$ cat config.mk
export PLATFORM = sky130hd
export DESIGN_NAME = json_string_unescape_utf8_flat
export DESIGN_NICKNAME = d
export VERILOG_FILES = /design/src/hdl/jsu_pkg.sv /design/src/hdl/jsu_stream_if.sv /design/src/hdl/json_string_unescape_utf8.sv /design/src/flat_wrapper.sv
export SDC_FILE = /design/constraint.sdc
export NUM_CORES = 1
export LEC_CHECK = 0
export BUFFER_PORTS_ARGS = -buffer_cell sky130_fd_sc_hd__buf_2
export CORE_MARGIN = 5
export CORE_UTILIZATION = 45
export DETAILED_ROUTE_END_ITERATION = 16
export PLACE_DENSITY = 0.6
export SYNTH_ARGS = -nofsm -noshare
export SYNTH_HDL_FRONTEND = slang
export SYNTH_SLANG_ARGS = --single-unit
$ cat constraint.sdc
create_clock -name clk -period 6.2 [get_ports clk]
set_input_delay 0.62 -clock clk [delete_from_list [all_inputs] [get_ports clk]]
set_output_delay 0.62 -clock clk [all_outputs]
set_load 0.01 [all_outputs]
$ cat src/hdl/jsu_pkg.sv
// Shared types and codes for the JSON string unescaper.
`timescale 1ns / 1ps

package jsu_pkg;

    // Result kinds
    localparam logic [1:0] KIND_DATA  = 2'd0;
    localparam logic [1:0] KIND_DONE  = 2'd1;
    localparam logic [1:0] KIND_ERROR = 2'd2;

    // Error codes
    localparam logic [2:0] ERR_EXPECTED_STRING    = 3'd0;
    localparam logic [2:0] ERR_CONTROL_CHAR       = 3'd1;
    localparam logic [2:0] ERR_UNTERM_ESCAPE      = 3'd2;
    localparam logic [2:0] ERR_UNSUPPORTED_ESCAPE = 3'd3;
    localparam logic [2:0] ERR_INVALID_UNICODE    = 3'd4;
    localparam logic [2:0] ERR_INCOMPLETE_UNICODE = 3'd5;
    localparam logic [2:0] ERR_UNTERM_STRING      = 3'd6;

    typedef struct packed {
        logic [7:0] in_byte;
        logic       text_end;
    } in_item_t;

    typedef struct packed {
        logic [1:0] kind;
        logic [7:0] out_byte;
        logic [2:0] err_code;
        logic       last;
    } result_t;

endpackage

$ cat src/hdl/jsu_stream_if.sv
// Valid/ready stream channel carrying one payload per beat.
`timescale 1ns / 1ps

interface jsu_stream_if #(
    parameter type payload_t = logic
);
    logic     valid;
    logic     ready;
    payload_t data;

    modport source (output valid, output data, input ready);
    modport sink   (input valid, input data, output ready);
endinterface

$ cat src/hdl/json_string_unescape_utf8.sv
// JSON string literal unescaper emitting UTF-8 bytes, one text byte per beat.
//
//   channel   modport   payload                               role
//   text      sink      in_byte[8], text_end[1]               raw text bytes
//   result    source    kind[2], out_byte[8], err_code[3],    decoded results
//                       last[1]
//
// Each text beat is decoded in the cycle it is accepted and its results (0 to 4)
// land in a result buffer. The buffer drains one result beat per cycle while the result
// side is ready, and an item gives up to 4 results (4 for a surrogate pair).
// A new text beat is taken while the last pending result goes out.
// Reset returns the parser to waiting for an opening quote and empties the buffer.
// A stalled result side holds the buffer and stops text intake while any result
// is still pending.
`timescale 1ns / 1ps

module json_string_unescape_utf8 (
    input  logic                 clk,
    input  logic                 rst_n,
    jsu_stream_if.sink           text,
    jsu_stream_if.source         result
);

    typedef enum logic [3:0] {
        PH_WAIT,
        PH_STRING,
        PH_ESCAPE,
        PH_HEX1,
        PH_WANT_BS,
        PH_WANT_U,
        PH_HEX2,
        PH_SKIP
    } phase_t;

    phase_t      phase_reg, phase_next;
    logic [15:0] acc_reg, acc_next;
    logic [1:0]  dcnt_reg, dcnt_next;
    logic [9:0]  hs_reg, hs_next;

    logic [7:0]  buf_reg [4];
    logic [7:0]  buf_next [4];
    logic [1:0]  bkind_reg, bkind_next;
    logic [2:0]  berr_reg, berr_next;
    logic [2:0]  bcnt_reg, bcnt_next;

    // Results of the current text beat
    logic [2:0]  n_res;
    logic [1:0]  r_kind;
    logic [2:0]  r_err;
    logic [7:0]  r_byte [4];

    logic [7:0]  c;
    logic        e;
    logic        accept;
    logic        pop;
    logic        is_digit;
    logic [3:0]  digit;
    logic [15:0] acc_shift;
    logic [20:0] cp;
    logic        want_utf8;

    assign c      = text.data.in_byte;
    assign e      = text.data.text_end;
    assign pop    = result.valid && result.ready;
    assign text.ready = (bcnt_reg == 3'd0) || ((bcnt_reg == 3'd1) && result.ready);
    assign accept = text.valid && text.ready;

    assign result.valid           = (bcnt_reg != 3'd0);
    assign result.data.kind       = bkind_reg;
    assign result.data.out_byte   = buf_reg[0];
    assign result.data.err_code   = berr_reg;
    assign result.data.last       = (bcnt_reg == 3'd1);

    // Hex digit decode
    always_comb
    begin
        is_digit = 1'b1;
        digit    = 4'd0;
        if (c >= 8'h30 && c <= 8'h39)
        begin
            digit = 4'(c - 8'h30);
        end
        else if (c >= 8'h61 && c <= 8'h66)
        begin
            digit = 4'(c - 8'h57);
        end
        else if (c >= 8'h41 && c <= 8'h46)
        begin
            digit = 4'(c - 8'h37);
        end
        else
        begin
            is_digit = 1'b0;
        end
    end

    assign acc_shift = {acc_reg[11:0], digit};
    assign cp = (phase_reg == PH_HEX2)
              ? 21'h10000 + {1'b0, hs_reg, acc_shift[9:0]}
              : {5'd0, acc_shift};

    // Parser step
    always_comb
    begin
        phase_next = phase_reg;
        acc_next   = acc_reg;
        dcnt_next  = dcnt_reg;
        hs_next    = hs_reg;
        n_res      = 3'd0;
        r_kind     = jsu_pkg::KIND_DATA;
        r_err      = 3'd0;
        r_byte[0]  = 8'd0;
        r_byte[1]  = 8'd0;
        r_byte[2]  = 8'd0;
        r_byte[3]  = 8'd0;
        want_utf8  = 1'b0;

        case (phase_reg)
            PH_STRING:
            begin
                if (e)
                begin
                    n_res = 3'd1; r_kind = jsu_pkg::KIND_ERROR;
                    r_err = jsu_pkg::ERR_UNTERM_STRING; phase_next = PH_WAIT;
                end
                else if (c == 8'h22)
                begin
                    n_res = 3'd1; r_kind = jsu_pkg::KIND_DONE; phase_next = PH_WAIT;
                end
                else if (c == 8'h5C)
                begin
                    phase_next = PH_ESCAPE;
                end
                else if (c <= 8'h1F)
                begin
                    n_res = 3'd1; r_kind = jsu_pkg::KIND_ERROR;
                    r_err = jsu_pkg::ERR_CONTROL_CHAR; phase_next = PH_SKIP;
                end
                else
                begin
                    n_res = 3'd1; r_byte[0] = c;
                end
            end
            PH_ESCAPE:
            begin
                if (e)
                begin
                    n_res = 3'd1; r_kind = jsu_pkg::KIND_ERROR;
                    r_err = jsu_pkg::ERR_UNTERM_ESCAPE; phase_next = PH_WAIT;
                end
                else
                begin
                    phase_next = PH_STRING;
                    n_res      = 3'd1;
                    case (c)
                        8'h22, 8'h5C, 8'h2F: r_byte[0] = c;
                        8'h62: r_byte[0] = 8'h08;
                        8'h66: r_byte[0] = 8'h0C;
                        8'h6E: r_byte[0] = 8'h0A;
                        8'h72: r_byte[0] = 8'h0D;
                        8'h74: r_byte[0] = 8'h09;
                        8'h75:
                        begin
                            n_res = 3'd0; phase_next = PH_HEX1;
                            acc_next = 16'd0; dcnt_next = 2'd0;
                        end
                        default:
                        begin
                            r_kind = jsu_pkg::KIND_ERROR;
                            r_err  = jsu_pkg::ERR_UNSUPPORTED_ESCAPE;
                            phase_next = PH_SKIP;
                        end
                    endcase
                end
            end
            PH_HEX1, PH_HEX2:
            begin
                if (e)
                begin
                    n_res = 3'd1; r_kind = jsu_pkg::KIND_ERROR;
                    r_err = jsu_pkg::ERR_INCOMPLETE_UNICODE; phase_next = PH_WAIT;
                end
                else if (!is_digit)
                begin
                    n_res = 3'd1; r_kind = jsu_pkg::KIND_ERROR;
                    r_err = jsu_pkg::ERR_INVALID_UNICODE; phase_next = PH_SKIP;
                end
                else
                begin
                    acc_next = acc_shift;
                    if (dcnt_reg != 2'd3)
                    begin
                        dcnt_next = dcnt_reg + 2'd1;
                    end
                    else
                    begin
                        dcnt_next = 2'd0;
                        if (phase_reg == PH_HEX1)
                        begin
                            if (acc_shift >= 16'hD800 && acc_shift <= 16'hDBFF)
                            begin
                                hs_next    = acc_shift[9:0];
                                phase_next = PH_WANT_BS;
                            end
                            else if (acc_shift >= 16'hDC00 && acc_shift <= 16'hDFFF)
                            begin
                                n_res = 3'd1; r_kind = jsu_pkg::KIND_ERROR;
                                r_err = jsu_pkg::ERR_INVALID_UNICODE;
                                phase_next = PH_SKIP;
                            end
                            else
                            begin
                                phase_next = PH_STRING; want_utf8 = 1'b1;
                            end
                        end
                        else
                        begin
                            if (acc_shift >= 16'hDC00 && acc_shift <= 16'hDFFF)
                            begin
                                phase_next = PH_STRING; want_utf8 = 1'b1;
                            end
                            else
                            begin
                                n_res = 3'd1; r_kind = jsu_pkg::KIND_ERROR;
                                r_err = jsu_pkg::ERR_INVALID_UNICODE;
                                phase_next = PH_SKIP;
                            end
                        end
                    end
                end
            end
            PH_WANT_BS, PH_WANT_U:
            begin
                if (e)
                begin
                    n_res = 3'd1; r_kind = jsu_pkg::KIND_ERROR;
                    r_err = jsu_pkg::ERR_INCOMPLETE_UNICODE; phase_next = PH_WAIT;
                end
                else if (phase_reg == PH_WANT_BS && c == 8'h5C)
                begin
                    phase_next = PH_WANT_U;
                end
                else if (phase_reg == PH_WANT_U && c == 8'h75)
                begin
                    phase_next = PH_HEX2; acc_next = 16'd0; dcnt_next = 2'd0;
                end
                else
                begin
                    n_res = 3'd1; r_kind = jsu_pkg::KIND_ERROR;
                    r_err = jsu_pkg::ERR_INVALID_UNICODE; phase_next = PH_SKIP;
                end
            end
            PH_SKIP:
            begin
                if (e)
                begin
                    phase_next = PH_WAIT;
                end
                else if (c == 8'h22)
                begin
                    phase_next = PH_STRING;
                end
            end
            default:
            begin
                if (e)
                begin
                    phase_next = PH_WAIT;
                end
                else if (c == 8'h22)
                begin
                    phase_next = PH_STRING;
                end
                else
                begin
                    n_res = 3'd1; r_kind = jsu_pkg::KIND_ERROR;
                    r_err = jsu_pkg::ERR_EXPECTED_STRING; phase_next = PH_SKIP;
                end
            end
        endcase

        // UTF-8 encode the finished code point
        if (want_utf8)
        begin
            if (cp <= 21'h7F)
            begin
                n_res = 3'd1; r_byte[0] = cp[7:0];
            end
            else if (cp <= 21'h7FF)
            begin
                n_res = 3'd2;
                r_byte[0] = {3'b110, cp[10:6]};
                r_byte[1] = {2'b10, cp[5:0]};
            end
            else if (cp <= 21'hFFFF)
            begin
                n_res = 3'd3;
                r_byte[0] = {4'b1110, cp[15:12]};
                r_byte[1] = {2'b10, cp[11:6]};
                r_byte[2] = {2'b10, cp[5:0]};
            end
            else
            begin
                n_res = 3'd4;
                r_byte[0] = {5'b11110, cp[20:18]};
                r_byte[1] = {2'b10, cp[17:12]};
                r_byte[2] = {2'b10, cp[11:6]};
                r_byte[3] = {2'b10, cp[5:0]};
            end
        end
    end

    // Result buffer: load on accept, shift down on each result beat
    always_comb
    begin
        bcnt_next  = bcnt_reg;
        bkind_next = bkind_reg;
        berr_next  = berr_reg;
        for (int i = 0; i < 4; i++)
        begin
            buf_next[i] = buf_reg[i];
        end
        if (accept)
        begin
            bcnt_next  = n_res;
            bkind_next = r_kind;
            berr_next  = r_err;
            for (int i = 0; i < 4; i++)
            begin
                buf_next[i] = r_byte[i];
            end
        end
        else if (pop)
        begin
            bcnt_next = bcnt_reg - 3'd1;
            for (int i = 0; i < 3; i++)
            begin
                buf_next[i] = buf_reg[i + 1];
            end
            buf_next[3] = 8'd0;
        end
    end

    always_ff @(posedge clk or negedge rst_n)
    begin
        if (!rst_n)
        begin
            phase_reg <= PH_WAIT;
            acc_reg   <= 16'd0;
            dcnt_reg  <= 2'd0;
            hs_reg    <= 10'd0;
            bcnt_reg  <= 3'd0;
            bkind_reg <= jsu_pkg::KIND_DATA;
            berr_reg  <= 3'd0;
        end
        else
        begin
            if (accept)
            begin
                phase_reg <= phase_next;
                acc_reg   <= acc_next;
                dcnt_reg  <= dcnt_next;
                hs_reg    <= hs_next;
            end
            bcnt_reg  <= bcnt_next;
            bkind_reg <= bkind_next;
            berr_reg  <= berr_next;
        end
    end

    always_ff @(posedge clk)
    begin
        for (int i = 0; i < 4; i++)
        begin
            buf_reg[i] <= buf_next[i];
        end
    end

    // Buffer never holds more than one surrogate pair's worth of bytes
    a_bcnt_range: assert property (@(posedge clk) disable iff (!rst_n)
        bcnt_reg <= 3'd4)
        else $error("result buffer count out of range");

    // Done and error results stand alone
    a_single_nondata: assert property (@(posedge clk) disable iff (!rst_n)
        (result.valid && result.data.kind != jsu_pkg::KIND_DATA) |-> result.data.last)
        else $error("non-data result not marked last");

    // A non-final result beat is followed by another
    a_more_follows: assert property (@(posedge clk) disable iff (!rst_n)
        (pop && !result.data.last) |=> result.valid)
        else $error("result sequence cut short");

    // Text intake stalls while more than one result is pending
    a_no_overrun: assert property (@(posedge clk) disable iff (!rst_n)
        (bcnt_reg > 3'd1) |-> !text.ready)
        else $error("text accepted over pending results");

endmodule

$ cat src/flat_wrapper.sv
// flat-port wrapper written by rule: the top's interface ports become plain ports
module json_string_unescape_utf8_flat 
  (clk, rst_n, text_valid, text_data, text_ready, result_valid, result_data, result_ready);
  jsu_stream_if #(.payload_t(jsu_pkg::in_item_t)) text_i ();
  jsu_stream_if #(.payload_t(jsu_pkg::result_t)) result_i ();
  input  logic clk;
  input  logic rst_n;
  input wire logic [$bits(text_i.valid)-1:0] text_valid;
  input wire logic [$bits(text_i.data)-1:0] text_data;
  output wire logic [$bits(text_i.ready)-1:0] text_ready;
  output wire logic [$bits(result_i.valid)-1:0] result_valid;
  output wire logic [$bits(result_i.data)-1:0] result_data;
  input wire logic [$bits(result_i.ready)-1:0] result_ready;
  assign text_i.valid = text_valid;
  assign text_i.data = text_data;
  assign text_ready = text_i.ready;
  assign result_valid = result_i.valid;
  assign result_data = result_i.data;
  assign result_i.ready = result_ready;
  json_string_unescape_utf8 u_core (.clk(clk), .rst_n(rst_n), .text(text_i), .result(result_i));
endmodule
### After elaboration in Yosys (flattened, before gate mapping)

Memory sizes are Yosys's and may differ from the RTL's.
Index checks and enable logic that the tools add are counted.

| operators by class | value |
|---|---|
| add/subtract/negate cells | 6 |
| $mul | 0 |
| equality and inequality tests | 28 |
| multiplexer cells | 129 |
| shift-type cells | 0 |
| bitwise gates (word level) | 2 |
| reductions and logical operators | 23 |
| $lt $le $gt $ge | 14 |
| divide/modulo/power cells | 0 |

Operators by type and width:

| kind | count |
|---|---|
| two-way mux 3 bit | 34 |
| two-way mux 32 bit | 3 |
| two-way mux 12 bit | 7 |
| two-way mux 4 bit | 18 |
| equality test 8 x 7 -> 1 bit (second input constant) | 7 |
| two-way mux 8 bit | 7 |
| two-way mux 2 bit | 27 |
| case mux 8 bit (6 select lines) | 1 |
| two-way mux 21 bit | 2 |
| case mux 12 bit (3 select lines) | 1 |
| greater-or-equal comparator 16 bit (second input constant) | 2 |
| <= comparator 16 bit (second input constant) | 2 |
| two-way mux 16 bit | 2 |
| two-way mux 24 bit | 1 |
| adder 17 x 20 -> 21 bit (first input constant) | 1 |
| <= comparator 21 x 11 -> 1 bit (second input constant) | 1 |
| <= comparator 21 x 16 -> 1 bit (second input constant) | 1 |
| <= comparator 21 x 7 -> 1 bit (second input constant) | 1 |
| case mux 4 bit (5 select lines) | 1 |
| two-way mux 1 bit | 19 |
| equality test 4 x 3 -> 1 bit (second input constant) | 4 |
| equality test 8 x 6 -> 1 bit (second input constant) | 2 |
| greater-or-equal comparator 8 x 7 -> 1 bit (second input constant) | 2 |
| <= comparator 8 x 7 -> 1 bit (second input constant) | 2 |
| 34 further kinds | 54 |

| word-level totals | value |
|---|---|
| memory bits (writable) | 32 |
| logic and storage cells | 210 |
| memories kept | 1 |
| memory bits (read-only) | 0 |
| bits in latches | 0 |
| output and inout port bits | 16 |
| register bits | 36 |

Memory list:

| name | words | width | rd ports | clocked after Yosys merged registers in | write ports | RTL line | text |
|---|---|---|---|---|---|---|---|
| u_core.buf_reg | 4 | 8 | 4 | 0 | 4 | json_string_unescape_utf8.sv:40 | `logic [7:0] buf_reg [4];` |

### Depth between registers and ports, before layout

Gate-level depths: netlist (run 1).

| logic depth | value |
|---|---|
| word-level depth | 16 |
| depth in mapped cells | 10 |

### Least setup slack after synthesis (run 1)

No wires, ideal clock.

| path | value |
|---|---|
| kind | input port to flip-flop |
| start point | input text_data[1] |
| end point | memory u_core.buf_reg[0][1] (data pin) |
| setup time | 0.273 ns |
| setup slack | 3.746 ns |
| stages | 8 |
| path buffers | 1 |
| data required time | 5.927 ns |
| arrival | 2.181 ns |
| path through | inv_1 ha_1 o21ba_2 o21a_4 o221a_2 buf_2 a2111oi_0 a211oi_1 |

RTL lines:

| what | RTL line | text |
|---|---|---|
| start: declaration | flat_wrapper.sv:9 | `input wire logic [$bits(text_i.data)-1:0] text_data;` |
| end: declaration | json_string_unescape_utf8.sv:40 |  |

==> flow_metrics.env, run 1 <==
export IMPL_hold_buffers=0
export IMPL_flip_flop_count_of_the_largest_register_after_layout=29
export IMPL_crit_path_cell_trace="nand3b_1 > a21boi_0 > a21oi_1 > o21ai_0 > a31oi_1"
export IMPL_report_power_total_mw=1.81
export IMPL_globalplace_congestion=0.951
export IMPL_area_delta_synth_final_pct=8.27
export IMPL_cts_post_setup_buffers_inserted=0
export IMPL_largest_clock_skew_in_the_final_design_ps=13.0
export IMPL_timing_max_slew_rel_slack=0.204
export IMPL_first_pass_grt_wire_length_um=19300
export IMPL_total_die_area_um2=11800
export IMPL_arrival_ps=2910
export IMPL_fin_hold_ws_ps=387
export IMPL_cellPowerDensity_nw_per_um2=383
export IMPL_outcome="completed"
export IMPL_synth_net_count=500
export IMPL_dieHeight_um=109
export IMPL_max_cap_violations=0
export IMPL_fin_crit_ps=2820
export IMPL_largest_incremental_delay_on_the_critical_path_ps=860
export IMPL_final_critical_path_setup_slack_ps=3380
export IMPL_io_buffers=28
export IMPL_grtUsageTotal=0.212
export IMPL_antenna_found_initial=0
export IMPL_detail_route_wl_per_cell_um=18.7
export IMPL_post_synth_num_cell_types=81
export IMPL_power_leakage_nw=1.99
export IMPL_worst_endpoint_required_ps=6280
export IMPL_cts_buffer_depth=2
export IMPL_mostFrequentLayoutCell="nand2_1"
export IMPL_ir_drop_mv=0.144
export IMPL_finalSetupViolations=0
export IMPL_worstSetupPathType="register to register"
export IMPL_p_int_mw=1.06
export IMPL_global_route_overflow_total=0
export IMPL_setup_repair_after_global_routing_missed_its_margin="false"
export IMPL_drt_iter0_markers=387
export IMPL_clk_root_buffer_cell="clkbuf_8"
export IMPL_netlist_instances=478
export IMPL_pwr_share_comb=0.409
export IMPL_p_clk_frac=0.194
export IMPL_tns_ps=0
export IMPL_switching_share=0.414
export IMPL_routed_via_density=5.99
export IMPL_clkTransAtPathRegs_ps=70
export IMPL_io_pin_count=29
export IMPL_dieWidth_um=109
export IMPL_detail_route_drc_violations=0
export IMPL_finalMaxSlewViolations=0
export IMPL_synthesis_area_per_instance_um2=9.15
export IMPL_drt_antenna_violating_nets=0
export IMPL_cts_tree="built"
export IMPL_async_flop_share=0.547
export IMPL_synthesis_yosys_warnings=0
export IMPL_ys_seq_area_frac=0.399
export IMPL_pwr_share_seq=0.397
export IMPL_final_layout_size_suffix_gt1_frac=0.156
export IMPL_final_design_area_excluding_fillers_um2=4740
export IMPL_synth_area_top_cells="dfrtp_1 (20%), edfxtp_1 (20%), nand2_1 (5.6%)"
export IMPL_placed_cell_area_um2=4550
export IMPL_starting_utilization_of_the_core_area=0.454
export IMPL_first_global_vias=3591
export IMPL_core_area_um2=9640
export IMPL_net_switching_power_figure_mw=0.750
export IMPL_place_worst_setup_slack_ps=3250
export IMPL_synth_area_um2=4370
export IMPL_yosys_area_top_type="dfrtp_1"
export IMPL_cp_slowest_cell="dfrtp_1"
export IMPL_cts_inserted_buffers=9
export IMPL_start_kind="register"
export IMPL_synthDominantCellAreaShare=0.200
export IMPL_totalWireLength_um=11800
export IMPL_crit_path_max_fanout=24
export IMPL_cts_repair_resized=0
export IMPL_top_reg_cell_synth="dfrtp_1"
export IMPL_timing_worst_slew_pin_value_ps=1190
export IMPL_maxClockFrequency_mhz=354
export IMPL_detailed_place_hpwl_um=8470
export IMPL_maximum_number_of_pins_on_one_net_before_global_route_repair=36
export IMPL_first_pass_iters=5
export IMPL_synth_ff_latch_count=64
export IMPL_hold_violation_count_in_the_final_report=0
export IMPL_cts_num_sinks=64
export IMPL_htree_levels=3
export IMPL_worst_skew_pair_latency_ps=360
export IMPL_layout_cells_most_common_list="nand2_1 (65), o21ai_0 (42), nor2_1 (41)"
export IMPL_endpoint_kind="register"
export IMPL_placement_rows=36
export IMPL_insertedDiodeCount=0
export IMPL_synth_enable_flop_cells=29
export IMPL_detailroute_via_count=3783
export IMPL_timing_final_crit_share=0.455
export IMPL_finish_net_count=516
export IMPL_hold_class="input port to asynchronous set/reset pin"
cells by family after synthesis:
kind of cell | count (synthesis) | share of synthesized area
buffers and inverters | 52 | 0.0581
AO/OA/AOI/OAI | 143 | 0.233
multiplexers | 22 | 0.0523
XOR/XNOR | 4 | 0.00801
adder cells (fa/ha/maj) | 9 | 0.0257
flip-flops | 64 | 0.399
AND/OR/NAND/NOR | 184 | 0.223
power by group through the flow:
| stage | logic [mW] | registers, mW | clock network, mW |
|---|---|---|---|
| 2_1_floorplan | 0.560 | 0.679 | 0 |
| 3_3_place_gp | 0.733 | 0.722 | 0 |
| 3_5_place_dp | 0.737 | 0.726 | 0 |
| 4_1_cts | 0.741 | 0.717 | 0.362 |
| 5_1_grt | 0.826 | 0.737 | 0.380 |
| 6_report | 0.741 | 0.719 | 0.352 |
worst max-delay path: cells and delay by family (launching register included):
| kind | cells | cell delay [ps] |
|---|---|---|
| DFF | 1 | 860 |
| and+or+nand+nor | 1 | 470 |
| AOI/OAI and AO/OA | 4 | 1200 |
Yosys cell counts (4+ instances only):
| cell | count |
|---|---|
| inv_1 | 26 |
| o31ai_1 | 4 |
| nor2_1 | 41 |
| nor3_1 | 8 |
| ha_1 | 9 |
| a31oi_1 | 8 |
| mux2_2 | 7 |
| clkbuf_1 | 10 |
| o211ai_1 | 4 |
| nand2b_1 | 5 |
| edfxtp_1 | 29 |
| nand2_1 | 65 |
| o221ai_1 | 9 |
| nand3b_1 | 5 |
| and2_1 | 5 |
| mux2i_1 | 15 |
| buf_6 | 5 |
| dfrtp_1 | 35 |
| o21a_1 | 4 |
| o21ai_0 | 42 |
| nor2b_1 | 5 |
| buf_2 | 8 |
| a21oi_1 | 25 |
| nand3_1 | 15 |
per-stage QoR:
stage | util | cells
floorplan | - | 478
global route | 0.491 | 632
detailed placement | 0.472 | 616
CTS | 0.491 | 632
finish | 0.491 | 632
global placement | 0.472 | 616
per-layer routing:
layer | global-route usage | wire length [µm]
met3 | 0.0358 | 794
met2 | 0.320 | 5370
met5 | 0 | 0
met1 | 0.297 | 5300
met4 | 0.0974 | 333
final timing paths:
check                                                 from                              to  slack (ps)  cells past startpoint
min                                                  rst_n  u_core.dcnt_reg[1]$_DFFE_PN0P_         390                      1
min reg2reg                 u_core.berr_reg[2]$_DFFE_PN0P_  u_core.berr_reg[2]$_DFFE_PN0P_         470                      1
max in group asynchronous                            rst_n    u_core.hs_reg[6]$_DFFE_PN0P_        5270                      1
max                        u_core.phase_reg[2]$_DFFE_PN0P_  u_core.buf_reg[0][4]$_DFFE_PP_        3380                      5
min in group clk            u_core.berr_reg[2]$_DFFE_PN0P_  u_core.berr_reg[2]$_DFFE_PN0P_         470                      1
max reg2reg                u_core.phase_reg[2]$_DFFE_PN0P_  u_core.buf_reg[0][4]$_DFFE_PP_        3380                      5
area by class of cell:
cell class	count	area, µm²
clock buffer	10	128
clock inverter	6	61.3
fill	936	4900
inverter	26	97.6
multi-input combinational	362	2370
sequential	64	1750
tap	133	166
timing repair buffer	31	163
(Power assumes the default switching activity.)
==> run 2: changes to the inputs <==
- clock period: 6.2 -> 2.9 ns (I/O delays scaled with it)
==> run 2 against run 1 <==
  * Non-clock buffer count grew 8
  * Highest routed layer unchanged
  * Hold slack lost 320 ps
  * Critical endpoint is now u_core.buf_reg[0][2]$_DFFE_PP_
  * Count of clock-buffer cells in the layout is the same
  * Largest power group unchanged
  * Clock power grew to 2.7 times the previous value
==> flow_metrics.env, run 2 (synthesis gave the netlist of run 1 again) <==
export IMPL_first_pass_iters=5
export IMPL_detail_route_drc_violations=0
export IMPL_antenna_found_initial=0
export IMPL_routed_via_density=5.95
export IMPL_clk_root_buffer_cell="clkbuf_8"
export IMPL_finalMaxSlewViolations=0
export IMPL_dieHeight_um=109
export IMPL_dieWidth_um=109
export IMPL_worst_endpoint_required_ps=3070
export IMPL_max_cap_violations=0
export IMPL_detail_route_wl_per_cell_um=18.5
export IMPL_placement_rows=36
export IMPL_numPlacedInstances=624
export IMPL_hold_violation_count_in_the_final_report=0
export IMPL_io_pin_count=29
export IMPL_arrival_ps=2660
export IMPL_grtUsageTotal=0.214
export IMPL_first_global_vias=3627
export IMPL_hold_class="input port to asynchronous set/reset pin"
export IMPL_insertedDiodeCount=0
export IMPL_cts_post_setup_buffers_inserted=0
export IMPL_outcome="completed"
export IMPL_cts_buffer_depth=2
export IMPL_core_area_um2=9640
export IMPL_cellPowerDensity_nw_per_um2=848
export IMPL_endpoint_kind="register"
export IMPL_worst_skew_pair_latency_ps=340
export IMPL_drt_iter0_markers=340
export IMPL_htree_levels=3
export IMPL_detailed_place_hpwl_um=8780
export IMPL_area_delta_synth_final_pct=11.1
export IMPL_worstSetupPathType="register to register"
export IMPL_finalSetupViolations=0
export IMPL_fin_crit_ps=2490
export IMPL_global_route_overflow_total=0
export IMPL_final_layout_size_suffix_gt1_frac=0.172
export IMPL_timing_final_crit_share=0.857
export IMPL_tns_ps=0
export IMPL_first_pass_grt_wire_length_um=19600
export IMPL_ir_drop_mv=0.404
export IMPL_detailroute_via_count=3809
export IMPL_globalplace_congestion=0.922
export IMPL_total_die_area_um2=11800
export IMPL_mostFrequentLayoutCell="nand2_1"
export IMPL_clkTransAtPathRegs_ps=80
export IMPL_finish_net_count=524
export IMPL_setup_repair_after_global_routing_missed_its_margin="false"
export IMPL_timing_max_slew_rel_slack=0.359
export IMPL_fin_hold_ws_ps=61.9
export IMPL_maximum_number_of_pins_on_one_net_before_global_route_repair=36
export IMPL_cp_slowest_cell="or4b_1"
export IMPL_cts_repair_resized=0
export IMPL_cts_tree="built"
export IMPL_drt_antenna_violating_nets=0
export IMPL_starting_utilization_of_the_core_area=0.454
export IMPL_flip_flop_count_of_the_largest_register_after_layout=29
export IMPL_timing_worst_slew_pin_value_ps=960
export IMPL_largest_incremental_delay_on_the_critical_path_ps=550
export IMPL_cts_inserted_buffers=9
export IMPL_hold_buffers=0
export IMPL_largest_clock_skew_in_the_final_design_ps=15.0
export IMPL_io_buffers=28
export IMPL_crit_path_cell_trace="buf_4 > or4b_1 > a21oi_2 > nand3b_1 > o21ai_2 > a211oi_1 > o31ai_1"
export IMPL_cts_num_sinks=64
export IMPL_layout_cells_most_common_list="nand2_1 (65), o21ai_0 (42), nor2_1 (41)"
export IMPL_maxClockFrequency_mhz=402
export IMPL_stdcell_count=640
export IMPL_crit_path_max_fanout=15
export IMPL_start_kind="register"
export IMPL_power_leakage_nw=2.05
export IMPL_totalWireLength_um=11900
## run 2: cell types whose count changed in the layout (fill, tap and decap cells not counted)
cell / previous run / this run
buf_4: 3 / 11
clkinv_2: 3 / 0
bufinv_16: 1 / 3
clkbuf_1: 1 / 0
clkbuf_8: 9 / 10
inv_6: 0 / 1
## run 2: worst paths after layout
| kind | start | to | slack, ps | cells after the start |
|---|---|---|---|---|
| setup / recovery | u_core.phase_reg[2]$_DFFE_PN0P_ | u_core.buf_reg[0][2]$_DFFE_PP_ | 410 | 7 |
| hold / removal | rst_n | u_core.phase_reg[1]$_DFFE_PN0P_ | 60 | 1 |
| max in group asynchronous | rst_n | u_core.hs_reg[4]$_DFFE_PN0P_ | 2290 | 1 |
| setup reg to reg | u_core.phase_reg[2]$_DFFE_PN0P_ | u_core.buf_reg[0][2]$_DFFE_PP_ | 410 | 7 |
| min in group clk | result_ready | u_core.bcnt_reg[2]$_DFFE_PN0P_ | 240 | 4 |
| hold reg to reg | u_core.bkind_reg[0]$_DFFE_PN0P_ | u_core.bkind_reg[0]$_DFFE_PN0P_ | 480 | 2 |
## run 2: critical path: cells and delay by family, from the launching register on
kind                   cells  cell delay [ps]
DFF                        1              510
AOI/OAI and AO/OA          4              830
and+or+nand+nor            2              720
buffers and inverters      1              250
## run 2: final cells by class
| class | instances | area, µm² |
|---|---|---|
| inverter | 26 | 97.6 |
| multi-input combinational | 362 | 2370 |
| timing repair buffer | 39 | 223 |
| fill | 931 | 4780 |
| tap | 133 | 166 |
| sequential | 64 | 1750 |
| clock buffer | 10 | 138 |
| clock inverter | 6 | 115 |
## run 2: report_power, final
group	switching [mW]	leakage (nW)	internal [mW]
Combinational	1.08	1.22	0.624
Sequential	0.176	0.713	1.28
Clock	0.366	0.123	0.599
Total	1.62	2.05	2.51
## run 2: layer usage
metal	global-route usage	part of all wire	vias up
met5	0	0	-
li1	-	-	1812
met3	0.0328	0.058	17
met1	0.304	0.46	1848
met2	0.338	0.46	132
met4	0.0622	0.019	0
## run 2: per-stage QoR
stage | cell area (µm²) | utilization | total power [mW] | setup slack [ps]
after floorplan | 4370 | - | 2.65 | 776
after global placement | 4610 | 0.478 | 3.14 | 357
final | 4860 | 0.504 | 4.12 | 414
after global routing | 4860 | 0.504 | 4.40 | 300
after CTS | 4860 | 0.504 | 4.13 | 410
after detailed placement | 4610 | 0.478 | 3.16 | 293
==> run 3: changes to the inputs <==
- RECOVER_POWER: default -> 100
==> run 3 against run 2 <==
  * The run now ends with capacitance limit, slew limit left
  * Core utilization fell by 0.77 points
  * Sequential cell count did not move
  * Clock skew fell by 2.5 ps
  * Hold slack improved by 180 ps
  * Clock power fell by 0.4%
  * Count of clock-buffer cells in the layout did not move
  * Sequential power barely moved
  * Total power fell by 1.7%
  * Critical path depth did not move
  * Highest routed layer unchanged
==> flow_metrics.env, run 3 (synthesis gave the netlist of run 1 again) <==
export IMPL_crit_path_cell_trace="buf_4 > or4b_1 > a21oi_1 > nand3b_1 > o21ai_2 > a211oi_1 > o31ai_1"
export IMPL_mostFrequentLayoutCell="nand2_1"
export IMPL_finalSetupViolations=0
export IMPL_wl_met2_um=5470
export IMPL_detail_route_wl_per_cell_um=18.5
export IMPL_crit_path_max_fanout=15
export IMPL_antenna_found_initial=0
export IMPL_start_kind="register"
export IMPL_tns_ps=0
export IMPL_final_critical_path_setup_slack_ps=292
export IMPL_first_pass_iters=7
export IMPL_drt_iter0_markers=404
export IMPL_htree_levels=3
export IMPL_global_route_overflow_total=0
export IMPL_timing_final_crit_share=0.899
export IMPL_maximum_number_of_pins_on_one_net_before_global_route_repair=36
export IMPL_hold_buffers=0
export IMPL_worst_skew_pair_latency_ps=340
export IMPL_io_buffers=28
export IMPL_detail_route_drc_violations=0
export IMPL_cts_repair_resized=0
export IMPL_layout_cells_most_common_list="nand2_1 (66), o21ai_0 (43), nor2_1 (42)"
export IMPL_report_power_total_mw=4.05
export IMPL_worstSetupPathType="register to register"
export IMPL_cellPowerDensity_nw_per_um2=847
export IMPL_first_pass_grt_wire_length_um=19600
export IMPL_ir_drop_mv=0.395
export IMPL_detailed_place_hpwl_um=8780
export IMPL_final_design_area_excluding_fillers_um2=4790
export IMPL_core_area_um2=9640
export IMPL_fin_crit_ps=2610
export IMPL_outcome="finished, violations left"
export IMPL_final_layout_size_suffix_gt1_frac=0.118
export IMPL_total_die_area_um2=11800
export IMPL_utilization=0.496
export IMPL_hold_violation_count_in_the_final_report=0
export IMPL_clkTransAtPathRegs_ps=80
export IMPL_flip_flop_count_of_the_largest_register_after_layout=29
export IMPL_cts_num_sinks=64
export IMPL_dieWidth_um=109
export IMPL_dieHeight_um=109
export IMPL_failing_checks="capacitance limit, slew limit"
export IMPL_detailroute_via_count=3804
export IMPL_cts_post_setup_buffers_inserted=0
export IMPL_worst_endpoint_required_ps=3070
export IMPL_maxClockFrequency_mhz=383
export IMPL_fin_hold_ws_ps=243
export IMPL_hold_class="input port to register"
export IMPL_starting_utilization_of_the_core_area=0.454
export IMPL_placed_cell_area_um2=4610
export IMPL_top_layer_used="met4"
export IMPL_drt_antenna_violating_nets=0
export IMPL_arrival_ps=2770
export IMPL_clk_root_buffer_cell="clkbuf_8"
export IMPL_routed_via_density=5.94
export IMPL_routed_wl_met3_um=692
export IMPL_largest_clock_skew_in_the_final_design_ps=12.5
export IMPL_area_delta_synth_final_pct=9.41
export IMPL_grtUsageTotal=0.214
export IMPL_critical_path_buf_inv_count=1
export IMPL_timing_worst_slew_pin_value_ps=2060
export IMPL_globalplace_congestion=0.922
export IMPL_totalWireLength_um=11800
export IMPL_numPlacedInstances=624
export IMPL_placement_rows=36
export IMPL_cts_buffer_depth=2
export IMPL_cp_slowest_cell="or4b_1"
export IMPL_timing_max_slew_rel_slack=-0.376
export IMPL_wl_met1_um=5410
export IMPL_path_delay_family="compound AO/OA/AOI/OAI gates"
export IMPL_first_global_vias=3627
export IMPL_largest_incremental_delay_on_the_critical_path_ps=540
export IMPL_endpoint_kind="register"
export IMPL_place_worst_setup_slack_ps=293
export IMPL_finalMaxSlewViolations=36
export IMPL_cts_tree="built"
export IMPL_power_leakage_nw=1.98
export IMPL_insertedDiodeCount=0
export IMPL_stdcell_count=640
export IMPL_max_cap_violations=1
export IMPL_io_pin_count=29
export IMPL_setup_repair_after_global_routing_missed_its_margin="false"
export IMPL_cts_inserted_buffers=9
export IMPL_finish_net_count=524
[run 3: area by class of cell]
cell class / count / area, µm²
clock buffers: 10 / 138
clock inverters: 6 / 115
fillers: 951 / 4850
inverters: 26 / 97.6
multi-input cells: 362 / 2330
flip-flops and latches: 64 / 1750
well taps: 133 / 166
repair buffers: 39 / 188
[run 3: tightest hold or removal path: cells and delay by family]
kind	cells	cell delay (ps)
buffers and inverters	1	110
AO/OA/AOI/OAI	1	60
AND/OR/NAND/NOR	2	90
[run 3: metal layers]
metal	track usage	up-vias
li1	-	1814
met1	0.304	1826
met2	0.338	145
met3	0.0328	19
met4	0.0622	0
met5	0	-
[run 3: path summary, 6_finish.rpt]
path | from | endpoint | slack, ps | cells past startpoint
max in group asynchronous | rst_n | u_core.hs_reg[4]$_DFFE_PN0P_ | 1180 | 1
worst max-delay path | u_core.phase_reg[2]$_DFFE_PN0P_ | u_core.buf_reg[0][2]$_DFFE_PP_ | 290 | 7
min in group asynchronous | rst_n | u_core.phase_reg[1]$_DFFE_PN0P_ | 540 | 1
worst min-delay path | result_ready | u_core.bcnt_reg[2]$_DFFE_PN0P_ | 240 | 4
worst max register to register | u_core.phase_reg[2]$_DFFE_PN0P_ | u_core.buf_reg[0][2]$_DFFE_PP_ | 290 | 7
worst min register to register | u_core.berr_reg[2]$_DFFE_PN0P_ | u_core.berr_reg[2]$_DFFE_PN0P_ | 480 | 1
[run 3: power breakdown]
| part | internal [mW] | total [mW] | switching, mW | leakage [nW] |
|---|---|---|---|---|
| clock network | 0.599 | 0.961 | 0.362 | 0.123 |
| logic | 0.572 | 1.63 | 1.06 | 1.14 |
| registers | 1.28 | 1.46 | 0.178 | 0.713 |
| total | 2.46 | 4.05 | 1.60 | 1.98 |
